## config.mk

```make
export PLATFORM = sky130hd
export DESIGN_NAME = salted_arx_hash_256_core
export DESIGN_NICKNAME = d
export VERILOG_FILES = /design/src/sah_pkg.sv /design/src/sah_front.sv /design/src/sah_cmd_fifo.sv /design/src/sah_back.sv /design/src/salted_arx_hash_256_core.sv
export SDC_FILE = /design/constraint.sdc
export NUM_CORES = 2
export LEC_CHECK = 0
export BUFFER_PORTS_ARGS = -buffer_cell sky130_fd_sc_hd__buf_2
export CAP_MARGIN = 20
export CORE_MARGIN = 2
export CORE_UTILIZATION = 35
export DETAILED_ROUTE_END_ITERATION = 8
export PLACE_DENSITY = 0.47
export SYNTH_ARGS = -nofsm -noshare
export SYNTH_HDL_FRONTEND = slang
export SYNTH_SLANG_ARGS = --single-unit
export TNS_END_PERCENT = 50
```

## constraint.sdc

```tcl
create_clock -name clk -period 5.6 [get_ports clk]
set_input_delay 1.12 -clock clk [delete_from_list [all_inputs] [get_ports clk]]
set_output_delay 1.12 -clock clk [all_outputs]
set_load 0.05 [all_outputs]
```

## src/sah_pkg.sv

```systemverilog
// Shared types and constants of the salted ARX hash core.
// Depends on nothing; every RTL file of the core imports it.
package sah_pkg;

  // Default for the minimum padded message length in bytes.
  localparam int unsigned MIN_PADDED_BYTES_DEF = 256;

  // Number of ARX rounds run after each 32-byte block.
  localparam int unsigned ROUNDS = 4;

  // Saturation value of the byte counter.
  localparam logic [8:0] BYTE_CAP = 9'd256;

  // Depth of the command queue between front and back.
  localparam int unsigned CMD_DEPTH = 4;

  // Configuration register indexes.
  localparam int unsigned CFG_IDX_W = 3;
  localparam logic [CFG_IDX_W-1:0] REG_SALT_WORDS  = 3'd0;
  localparam logic [CFG_IDX_W-1:0] REG_SALT_PAIR_A = 3'd1;
  localparam logic [CFG_IDX_W-1:0] REG_SALT_PAIR_B = 3'd2;
  localparam logic [CFG_IDX_W-1:0] REG_SALT_PAIR_C = 3'd3;
  localparam logic [CFG_IDX_W-1:0] REG_SALT_PAIR_D = 3'd4;

  // Unsalted starting values of the mix set, entry 0 in the low word.
  localparam logic [7:0][31:0] MIX_INIT = {
    32'h8a348b7d, 32'hb5f3810a, 32'h45000057, 32'h31ba94b9,
    32'hb8a79b02, 32'h0059c491, 32'hacdef012, 32'h72000000
  };

  // Salt configuration as held by the register file.
  typedef struct packed {
    logic [3:0]       count;
    logic [3:0][63:0] pair;
  } salt_cfg_t;

  // One classified work command from the front to the back.
  typedef struct packed {
    logic [31:0] word;    // data word with invalid bytes cleared
    logic        absorb;  // word carries at least one byte
    logic        last;    // final word of the message
    logic        start;   // first word of a message: load the mix set
    logic [3:0]  pad;     // zero blocks to add after the last block
  } cmd_t;

endpackage

```

## src/sah_front.sv

```systemverilog
// Front end: accepts message words, masks and classifies them into commands.
// Depends on sah_pkg; feeds sah_cmd_fifo.
module sah_front #(
  parameter int unsigned MIN_PADDED_BYTES = sah_pkg::MIN_PADDED_BYTES_DEF
) (
  input  logic          clk,
  input  logic          rst,
  input  logic [31:0]   msg_word,
  input  logic [2:0]    valid_bytes,
  input  logic          is_last,
  input  logic          push,
  input  logic          q_full,
  output logic          q_push,
  output sah_pkg::cmd_t q_data
);
  import sah_pkg::*;

  // Whole 32-byte blocks that a message must reach before the digest.
  localparam logic [3:0] PAD_TARGET = 4'((MIN_PADDED_BYTES + 31) / 32);

  typedef enum logic {
    PH_AWAIT,
    PH_ABSORB
  } phase_t;

  phase_t      phase;
  logic [8:0]  bytes_seen;
  logic        accept;
  logic [2:0]  vb;
  logic [31:0] masked;
  logic [2:0]  add;
  logic [9:0]  sum;
  logic [8:0]  bytes_next;
  logic [9:0]  round_up;
  logic [3:0]  done_blocks;

  // Clamp the byte count, clear invalid bytes and update the byte count.
  always_comb begin
    accept = push && !q_full;
    vb = (valid_bytes > 3'd4) ? 3'd4 : valid_bytes;
    unique case (vb)
      3'd1:    masked = {msg_word[31:24], 24'd0};
      3'd2:    masked = {msg_word[31:16], 16'd0};
      3'd3:    masked = {msg_word[31:8], 8'd0};
      default: masked = msg_word;
    endcase
    add = is_last ? vb : 3'd4;
    sum = {1'b0, bytes_seen} + {7'd0, add};
    bytes_next = bytes_seen;
    if (vb != 3'd0) begin
      bytes_next = (sum > {1'b0, BYTE_CAP}) ? BYTE_CAP : sum[8:0];
    end
    round_up = {1'b0, bytes_next} + 10'd31;
    done_blocks = round_up[8:5];
  end

  // Build the command; the padding count only matters on the last word.
  always_comb begin
    q_push = accept;
    q_data.word = masked;
    q_data.absorb = (vb != 3'd0);
    q_data.last = is_last;
    q_data.start = (phase == PH_AWAIT);
    q_data.pad = (done_blocks < PAD_TARGET) ? (PAD_TARGET - done_blocks) : 4'd0;
  end

  // Message phase and byte count.
  always_ff @(posedge clk) begin
    if (rst) begin
      phase <= PH_AWAIT;
      bytes_seen <= '0;
    end else if (accept) begin
      if (is_last) begin
        phase <= PH_AWAIT;
        bytes_seen <= '0;
      end else begin
        phase <= PH_ABSORB;
        bytes_seen <= bytes_next;
      end
    end
  end

endmodule

```

## src/sah_cmd_fifo.sv

```systemverilog
// Short command queue between the front end and the back end.
// Depends on sah_pkg for the command type and depth.
module sah_cmd_fifo (
  input  logic          clk,
  input  logic          rst,
  input  logic          wr_en,
  input  sah_pkg::cmd_t wr_data,
  output logic          full,
  input  logic          rd_en,
  output sah_pkg::cmd_t rd_data,
  output logic          empty
);
  import sah_pkg::*;

  localparam int unsigned AW = (CMD_DEPTH > 1) ? $clog2(CMD_DEPTH) : 1;
  localparam logic [AW-1:0] LAST_PTR = AW'(CMD_DEPTH - 1);
  localparam logic [AW:0] DEPTH_CNT = (AW + 1)'(CMD_DEPTH);

  cmd_t          mem [CMD_DEPTH];
  logic [AW-1:0] wr_ptr;
  logic [AW-1:0] rd_ptr;
  logic [AW:0]   count;
  logic          do_wr;
  logic          do_rd;

  // Status and show-ahead read of the oldest entry.
  always_comb begin
    full = (count == DEPTH_CNT);
    empty = (count == '0);
    do_wr = wr_en && !full;
    do_rd = rd_en && !empty;
    rd_data = mem[rd_ptr];
  end

  // Storage write.
  always_ff @(posedge clk) begin
    if (do_wr) begin
      mem[wr_ptr] <= wr_data;
    end
  end

  // Pointers and fill count.
  always_ff @(posedge clk) begin
    if (rst) begin
      wr_ptr <= '0;
      rd_ptr <= '0;
      count <= '0;
    end else begin
      if (do_wr) begin
        wr_ptr <= (wr_ptr == LAST_PTR) ? '0 : wr_ptr + 1'b1;
      end
      if (do_rd) begin
        rd_ptr <= (rd_ptr == LAST_PTR) ? '0 : rd_ptr + 1'b1;
      end
      unique case ({do_wr, do_rd})
        2'b10:   count <= count + 1'b1;
        2'b01:   count <= count - 1'b1;
        default: count <= count;
      endcase
    end
  end

endmodule

```

## src/sah_back.sv

```systemverilog
// Back end: absorbs words into the chain, runs ARX rounds, pads and emits the digest.
// Depends on sah_pkg; reads commands from sah_cmd_fifo.
module sah_back (
  input  logic              clk,
  input  logic              rst,
  input  sah_pkg::salt_cfg_t salt,
  input  sah_pkg::cmd_t     head,
  input  logic              head_valid,
  output logic              head_pop,
  output logic [31:0]       digest_word,
  output logic [2:0]        word_index,
  output logic              is_final,
  output logic              empty,
  input  logic              pop
);
  import sah_pkg::*;

  localparam int unsigned RW = (ROUNDS > 1) ? $clog2(ROUNDS) : 1;
  localparam logic [RW-1:0] LAST_ROUND = RW'(ROUNDS - 1);

  typedef enum logic [1:0] {
    ST_RUN,
    ST_ROUNDS,
    ST_FINISH,
    ST_EMIT
  } state_t;

  function automatic logic [31:0] rotl(input logic [31:0] v, input int unsigned c);
    return (v << c) | (v >> (32 - c));
  endfunction

  // One ARX round followed by the swap of chain words 0 and 1.
  function automatic logic [7:0][31:0] arx_round(input logic [7:0][31:0] h);
    logic [7:0][31:0] n;
    n[0] = h[0] + h[1];
    n[1] = rotl(h[1] ^ h[2], 2);
    n[2] = h[2] + h[3];
    n[3] = rotl(h[3] ^ h[4], 5);
    n[4] = h[4] + h[5];
    n[5] = rotl(h[5] ^ h[6], 7);
    n[6] = h[6] + h[7];
    n[7] = rotl(h[7] ^ n[0], 12);
    return {n[7], n[6], n[5], n[4], n[3], n[2], n[0], n[1]};
  endfunction

  // Mix set at message start: the leading entries are salted and incremented.
  function automatic logic [7:0][31:0] salted_mix(input salt_cfg_t s);
    logic [7:0][31:0] m;
    logic [3:0]       n;
    logic [31:0]      sw;
    n = (s.count > 4'd8) ? 4'd8 : s.count;
    for (int i = 0; i < 8; i++) begin
      sw = i[0] ? s.pair[i >> 1][31:0] : s.pair[i >> 1][63:32];
      m[i] = (4'(i) < n) ? ((MIX_INIT[i] ^ sw) + 32'd1) : MIX_INIT[i];
    end
    return m;
  endfunction

  state_t           state;
  logic [7:0][31:0] chain;
  logic [7:0][31:0] mix;
  logic [2:0]       slot;
  logic [RW-1:0]    rnd;
  logic [2:0]       k;
  logic             start_done;
  logic             pending_fin;
  logic [3:0]       pad_left;
  logic             out_valid;

  logic             do_start;
  logic             run_take;
  logic             fin_absorb;
  logic             do_absorb;
  logic             do_round;
  logic             wrap;
  logic             emit_load;
  logic [31:0]      absorb_word;

  // Step decode for the current cycle.
  always_comb begin
    do_start = (state == ST_RUN) && head_valid && head.start && !start_done;
    run_take = (state == ST_RUN) && head_valid && !(head.start && !start_done);
    fin_absorb = (state == ST_FINISH) && ((slot != 3'd0) || (pad_left != 4'd0));
    do_absorb = (run_take && head.absorb) || fin_absorb;
    absorb_word = (state == ST_FINISH) ? 32'd0 : head.word;
    do_round = (state == ST_ROUNDS);
    wrap = do_absorb && (slot == 3'd7);
    emit_load = (state == ST_EMIT) && (!out_valid || pop);
    head_pop = run_take;
    empty = !out_valid;
  end

  // Chain and mix datapath; the chain shifts down while the digest goes out.
  always_ff @(posedge clk) begin
    if (do_start) begin
      chain <= '0;
      mix <= salted_mix(salt);
    end else if (do_absorb) begin
      chain[slot] <= chain[slot] ^ absorb_word ^ mix[slot];
      mix[slot] <= chain[slot] ^ absorb_word;
    end else if (do_round) begin
      chain <= arx_round(chain);
    end else if (emit_load) begin
      chain <= {32'd0, chain[7:1]};
    end
  end

  // Sequencer state and the result register.
  always_ff @(posedge clk) begin
    if (rst) begin
      state <= ST_RUN;
      slot <= '0;
      rnd <= '0;
      k <= '0;
      start_done <= 1'b0;
      pending_fin <= 1'b0;
      pad_left <= '0;
      out_valid <= 1'b0;
    end else begin
      if (do_start) begin
        slot <= '0;
      end else if (do_absorb) begin
        slot <= slot + 3'd1;
      end

      if (emit_load) begin
        out_valid <= 1'b1;
        digest_word <= chain[0];
        word_index <= k;
        is_final <= (k == 3'd7);
      end else if (pop) begin
        out_valid <= 1'b0;
      end

      unique case (state)
        ST_RUN: begin
          if (do_start) begin
            start_done <= 1'b1;
          end
          if (run_take) begin
            start_done <= 1'b0;
            pending_fin <= head.last;
            pad_left <= head.pad;
            if (wrap) begin
              state <= ST_ROUNDS;
              rnd <= '0;
            end else if (head.last) begin
              state <= ST_FINISH;
            end
          end
        end
        ST_ROUNDS: begin
          rnd <= rnd + 1'b1;
          if (rnd == LAST_ROUND) begin
            state <= pending_fin ? ST_FINISH : ST_RUN;
          end
        end
        ST_FINISH: begin
          if (fin_absorb) begin
            // A padding block is charged when its first word goes in.
            if (slot == 3'd0) begin
              pad_left <= pad_left - 4'd1;
            end
            if (wrap) begin
              state <= ST_ROUNDS;
              rnd <= '0;
            end
          end else begin
            state <= ST_EMIT;
            k <= '0;
          end
        end
        ST_EMIT: begin
          if (emit_load) begin
            k <= k + 3'd1;
            if (k == 3'd7) begin
              state <= ST_RUN;
              pending_fin <= 1'b0;
            end
          end
        end
        default: state <= ST_RUN;
      endcase
    end
  end

endmodule

```

## src/salted_arx_hash_256_core.sv

```systemverilog
// Salted ARX hash core: the back end absorbs message words into the chain, and every
// 32-byte block adds four ARX rounds, run one per cycle while new words wait.
// A message start loads the mix set first; padding words go in as zero words and add
// rounds as message blocks do. Digest words leave at one per cycle while pop is high.
// Synchronous reset clears control and the configuration registers; no clearing pass.
module salted_arx_hash_256_core #(
  parameter int unsigned MIN_PADDED_BYTES = sah_pkg::MIN_PADDED_BYTES_DEF
) (
  input  logic                            clk,
  input  logic                            rst,
  input  logic [31:0]                     msg_word,
  input  logic [2:0]                      valid_bytes,
  input  logic                            is_last,
  input  logic                            push,
  output logic                            full,
  output logic [31:0]                     digest_word,
  output logic [2:0]                      word_index,
  output logic                            is_final,
  output logic                            empty,
  input  logic                            pop,
  input  logic                            cfg_valid,
  output logic                            cfg_ready,
  input  logic [sah_pkg::CFG_IDX_W-1:0]   cfg_index,
  input  logic [63:0]                     cfg_data
);
  import sah_pkg::*;

  salt_cfg_t salt;
  cmd_t      q_wr_data;
  cmd_t      q_rd_data;
  logic      q_push;
  logic      q_pop;
  logic      q_empty;

  // Configuration writes are always taken.
  assign cfg_ready = 1'b1;

  // Configuration register file.
  always_ff @(posedge clk) begin
    if (rst) begin
      salt <= '0;
    end else if (cfg_valid && cfg_ready) begin
      unique case (cfg_index)
        REG_SALT_WORDS:  salt.count <= cfg_data[3:0];
        REG_SALT_PAIR_A: salt.pair[0] <= cfg_data;
        REG_SALT_PAIR_B: salt.pair[1] <= cfg_data;
        REG_SALT_PAIR_C: salt.pair[2] <= cfg_data;
        REG_SALT_PAIR_D: salt.pair[3] <= cfg_data;
        default:         salt <= salt;
      endcase
    end
  end

  sah_front #(
    .MIN_PADDED_BYTES(MIN_PADDED_BYTES)
  ) u_front (
    .clk        (clk),
    .rst        (rst),
    .msg_word   (msg_word),
    .valid_bytes(valid_bytes),
    .is_last    (is_last),
    .push       (push),
    .q_full     (full),
    .q_push     (q_push),
    .q_data     (q_wr_data)
  );

  sah_cmd_fifo u_fifo (
    .clk    (clk),
    .rst    (rst),
    .wr_en  (q_push),
    .wr_data(q_wr_data),
    .full   (full),
    .rd_en  (q_pop),
    .rd_data(q_rd_data),
    .empty  (q_empty)
  );

  sah_back u_back (
    .clk        (clk),
    .rst        (rst),
    .salt       (salt),
    .head       (q_rd_data),
    .head_valid (!q_empty),
    .head_pop   (q_pop),
    .digest_word(digest_word),
    .word_index (word_index),
    .is_final   (is_final),
    .empty      (empty),
    .pop        (pop)
  );

endmodule

```

Yosys cells after proc, flatten, opt, wreduce, memory -nomap -nowiden
Memory sizes are Yosys's and may differ from the RTL's. A register that Yosys moved wholly into a read port is not among the register bits.
Index checks and enable logic that the tools add are counted.
{"block": "word_totals", "mem_count": 1, "elab_cells": 239, "rom_bits": 0, "mem_bits_rw": 156, "register_bits": 842, "latch_bits": 0}
{"name": "u_fifo.mem", "depth": 4, "word_bits": 39, "rd": 1, "rd_ports_with_merged_regs": 1, "wr": 1, "line": "sah_cmd_fifo.sv:19", "rtl": "cmd_t mem [CMD_DEPTH];"}
{"block": "op_classes", "reduce_logical": 50, "mux": 67, "multipliers": 0, "n_lt_le_gt_ge": 14, "shifts": 0, "div_mod_pow": 0, "bitwise_logic": 20, "eq_ne": 27, "addsub": 23}
{"operator": "256-bit 2-to-1 mux", "n": 5}
{"operator": "256-bit bitwise mux", "n": 2}
{"operator": "32-bit 2-to-1 mux", "n": 12}
{"operator": "32-bit by 1-bit adder with 32-bit output (second input constant)", "n": 8}
{"operator": "32-bit binary-select mux with 3-bit select", "n": 2}
{"operator": "32-bit XOR", "n": 6}
{"operator": "32-bit adder", "n": 4}
{"operator": "32-bit demux with 3-bit select", "n": 1}
{"operator": "24-bit case mux with 3 select lines", "n": 1}
{"operator": "16-bit NOT", "n": 3}
{"operator": "2-bit 2-to-1 mux", "n": 16}
{"operator": "32-bit by 12-bit OR with 32-bit output", "n": 1}
{"operator": "32-bit by 2-bit OR with 32-bit output", "n": 1}
{"operator": "32-bit by 5-bit OR with 32-bit output", "n": 1}
{"operator": "32-bit by 7-bit OR with 32-bit output", "n": 1}
{"operator": "15-bit NOT", "n": 2}
{"operator": "9-bit 2-to-1 mux", "n": 3}
{"operator": "4-bit 2-to-1 mux", "n": 5}
{"operator": "3-bit by 4-bit less-than comparator with 1-bit output (first input constant)", "n": 4}
{"operator": "2-bit AND reduction", "n": 7}
{"operator": "2-bit nonzero test", "n": 7}
{"operator": "1-bit logical AND", "n": 13}
{"operator": "2-bit equality test (second input constant)", "n": 6}
{"operator": "3-bit by 2-bit equality test with 1-bit output (second input constant)", "n": 4}
{"operator": "43 further kinds", "n": 86}

Depth between registers and ports, before layout
{"block": "logic_depth", "depth_word": 10, "depth_mapped": 17}

Cells and area by module
From an unflattened synthesis, not the netlist that was laid out.
{"block": "unflattened", "hier_cells": 6036, "area_unflattened_um2": 58258.4}
{"module": "sah_back", "seq_area_each_um2": 14233.7, "n_inst": 1, "area_per_inst_um2": 40505.1, "cells_each": 4674}
{"module": "salted_arx_hash_256_core", "seq_area_each_um2": 5205.0, "n_inst": 1, "area_per_inst_um2": 10259.8, "cells_each": 919}
{"module": "sah_cmd_fifo", "seq_area_each_um2": 4864.7, "n_inst": 1, "area_per_inst_um2": 6109.6, "cells_each": 257}
{"module": "sah_front", "seq_area_each_um2": 200.2, "n_inst": 1, "area_per_inst_um2": 1383.8, "cells_each": 186}

Worst setup path after synthesis
No wires, ideal clock.
{"block": "synth_timing", "path_kind": "in2reg", "start": "input port rst", "end": "register u_back.digest_word[0] (enable)", "slack_ps": 1135, "arrival_ps": 3991, "stages": 3, "path_buffers": 2, "cell_sequence": "clkbuf_1 -> clkbuf_1 -> nor3_1"}
{"block": "synth_between", "elab_chain_len": 2}
{"item": "start: declaration", "line": "salted_arx_hash_256_core.sv:10", "rtl": "input logic rst,"}
{"item": "1-bit NOT (no line)"}
{"item": "2-bit AND reduction (no line)"}
{"item": "end signal: assignment", "line": "sah_back.sv:128", "rtl": "digest_word <= chain[0];"}
{"item": "end: declaration", "line": "sah_back.sv:10", "rtl": "output logic [31:0] digest_word,"}
Every way passes these cells.
A chain may end at the register's enable or synchronous reset.

==> results.tsv <==
metric	value	unit
status	finished, final reports clean	
grt_use_total	29.1	%
yosys.area.top_type	edfxtp_1	
hold_slack	0.456	ns
finalPower	32.1	mW
avgRoutedWirePerCell	29.2	um
setup_ws	1.15	ns
path_delay_family	compound AO/OA/AOI/OAI gates	
fin_skew	0.0503	ns
die_w	400	um
yosys_warnings	0	
ys_types	92	
worst_setup_path_start_kind	input port	
syn_area	54800	um^2
slowest_delay	0.52	ns
maxCapViolCount	0	
grt_pass1_wl	340000	um
required	6.11	ns
syn_avg_cell_area	9.16	um^2
num_rows	145	
core-area	156000	um^2
ant_nets	0	
h-tree-depth	3	
final_cell_mix	nand2_1 (934), dfxtp_1 (550), a21oi_1 (466), edfxtp_1 (448), nor2_1 (343)	
max-vdd-ir-drop	0.000453	V
place_area	58000	um^2
cp_max_fo	9	
cts.sinks	1000	
drcViolationCount	0	
synth.top_cell.area_share	24.5	%
seqCellArea	24500	um^2
path_class	in -> reg	
cts_buffer_depth	3	
crit_path_end_kind	flop	
fillers	15541	
syn_nets	6247	
highest-signal-layer	met5	
wl_met1	101000	um
period_needed	4.45	ns
final_common_cell	nand2_1	
hold_viol	0	
setup_viol	0	
grt_max_degree	143	
route.met2.wl	105000	um
antenna_found_initial	4	
num_antenna_cells	0	
hpwl	169000	um
final_max_slew_viol_count	0	
final_nets	6258	
ys_ff_latch	1000	
power.leakage	21.3	nW
cp_slowest_cell	o41ai_1	
multi_input_area	28600	um^2
final_util	39.7	%
cts.clk_slew.worst_paths	0.06	ns
setup_tns	0	ns
worstHoldPathType	reg -> reg	
drive_above_1_share	10.0	%
clk_latency	0.78	ns
gp_congestion	0.957	
dr_wl_met3	19000	um
cts_setup_buffers	0	
finalCritPeriodShare	79.4	%
drt_iter0_markers	5808	
rsz0062_at_grt	false	
syn_inst	5983	
start_util	35.2	%
first_pass_iters	8	
yosysSeqAreaShare	44.7	%
area_delta_synth_final	12.7	%
maxSlewHeadroom	20.4	%
vias	49171	
cp.buffers_inverters	2	
synth_area_leaders	edfxtp_1 (25%), dfxtp_1 (20%), nand2_1 (6.4%)	
design_area	61800	um^2
crit_arrival	4.95	ns
finalWirelength	238000	um
dp.cells	7928	
vias_per_cell	6.03	
port_buffers	145	
final_cells	8150	
ys.flop_type	dfxtp_1	
die-area	160000	um^2
cts_tree	done	
path_cells	buf_2 > nor2b_1 > and2_1 > ha_1 > inv_1 > fa_1 > nor2b_1 > nor2_1 > mux2_2 > a31oi_1 > o41ai_1 > a21boi_0 > nor2_1 > xnor2_1 > ha_1 > nor3_1 > a21oi_1 > o21ai_0	
grt_overflow	0	
synth_edf_count	448	
post-place-ws	0.473	ns
synthArstFlopShare	0	%
cts_made_buffers	118	
pin_count	147	
grt_pass1_vias	46609	
root_buffer	clkbuf_16	
die_h	400	um
cts_resized	0	
hold_buffers	0	
worst_pin_slew	1.19	ns
max_freq	225	MHz
powerDensity	519	nW/um^2
final timing paths:
kind	cells past startpoint	to	startpoint	slack, ns
worst max-delay path	18	u_fifo.mem[0][2]$_DFFE_PP_	is_last	1.15
worst min-delay path	2	salt[225]$_SDFFE_PP0P_	salt[225]$_SDFFE_PP0P_	0.46
worst max register to register	7	u_back.chain[164]$_SDFFE_PP0P_	u_back.slot[2]$_SDFFE_PP0N_	1.22
worst min register to register	2	salt[225]$_SDFFE_PP0P_	salt[225]$_SDFFE_PP0P_	0.46
final cells by class:
cell class                      instances  share of cell area, %
Clock buffer                          162                   5.23
Tap cell                             2058                   4.17
Sequential cell                      1000                   39.7
Multi-Input combinational cell       4506                   46.3
Clock inverter                         56                  0.944
Inverter                               75                  0.460
Timing Repair Buffer                  293                   3.23
synth_stat cells (11+ instances only):
library cell	n
nor3_1	59
nand4_1	67
a21oi_1	466
nor2b_1	50
a22oi_1	205
o21bai_1	16
dfxtp_1	552
mux2i_1	15
o21ai_0	259
o21a_1	57
o22ai_1	319
a21o_1	70
or3_1	20
nand2_1	938
a211oi_1	56
buf_1	23
nand2b_1	32
xor2_2	31
xnor2_1	273
o31ai_1	18
clkbuf_1	322
and3_1	53
and2_1	34
or2_2	11
buf_2	48
ha_1	150
nor2_1	356
a32o_1	52
a32oi_1	35
xor2_1	231
nor4_1	45
a31oi_1	126
nand3b_1	12
a221oi_1	79
nand3_1	197
mux4_2	39
edfxtp_1	448
inv_1	73
cells by family (layout without fill, tap and decap cells):
| family | count (synthesis) | in the layout | share of synthesized area, % |
|---|---|---|---|
| AND/OR/NAND/NOR | 1924 | 1924 | 15.7 |
| AO/OA/AOI/OAI | 1833 | 1833 | 21.5 |
| flip-flops | 1000 | 1000 | 44.7 |
| XOR/XNOR | 537 | 537 | 9.06 |
| buffers and inverters | 477 | 586 | 3.44 |
| adder cells (fa/ha/maj) | 156 | 156 | 3.64 |
| multiplexers | 55 | 55 | 1.90 |
| other | 1 | 1 | 0.00684 |
tightest hold or removal path, cell delays in order (launching register included):
cell and delay, ns:
dfxtp_1 0.31, nand2_1 0.05, a21oi_1 0.05
power by group:
part	switching (mW)	total, mW	leakage (nW)	internal (mW)
Sequential	1.18	10.9	8.69	9.73
Clock	3.34	7.78	1.86	4.44
Combinational	9.92	13.4	10.8	3.47
Total	14.4	32.1	21.3	17.6
layer usage:
layer / vias to the layer above / GRT usage, %
met5: - / 0
li1: 22130 / -
met1: 24328 / 40.2
met4: 2 / 14.6
met2: 2340 / 44.4
met3: 371 / 4.36
sequential cells by signal, indices dropped and copies added (netlist names), 3 cells and up, named ones only:
name	flops
salt	260
u_back.chain	256
u_back.digest_word	32
u_back.k	3
u_back.mix	256
u_back.pad_left	4
u_back.slot	3
u_back.word_index	3
u_fifo.count	3
u_fifo.mem	156
u_front.bytes_seen	9
No activity file was read; power rests on OpenSTA's default activity.
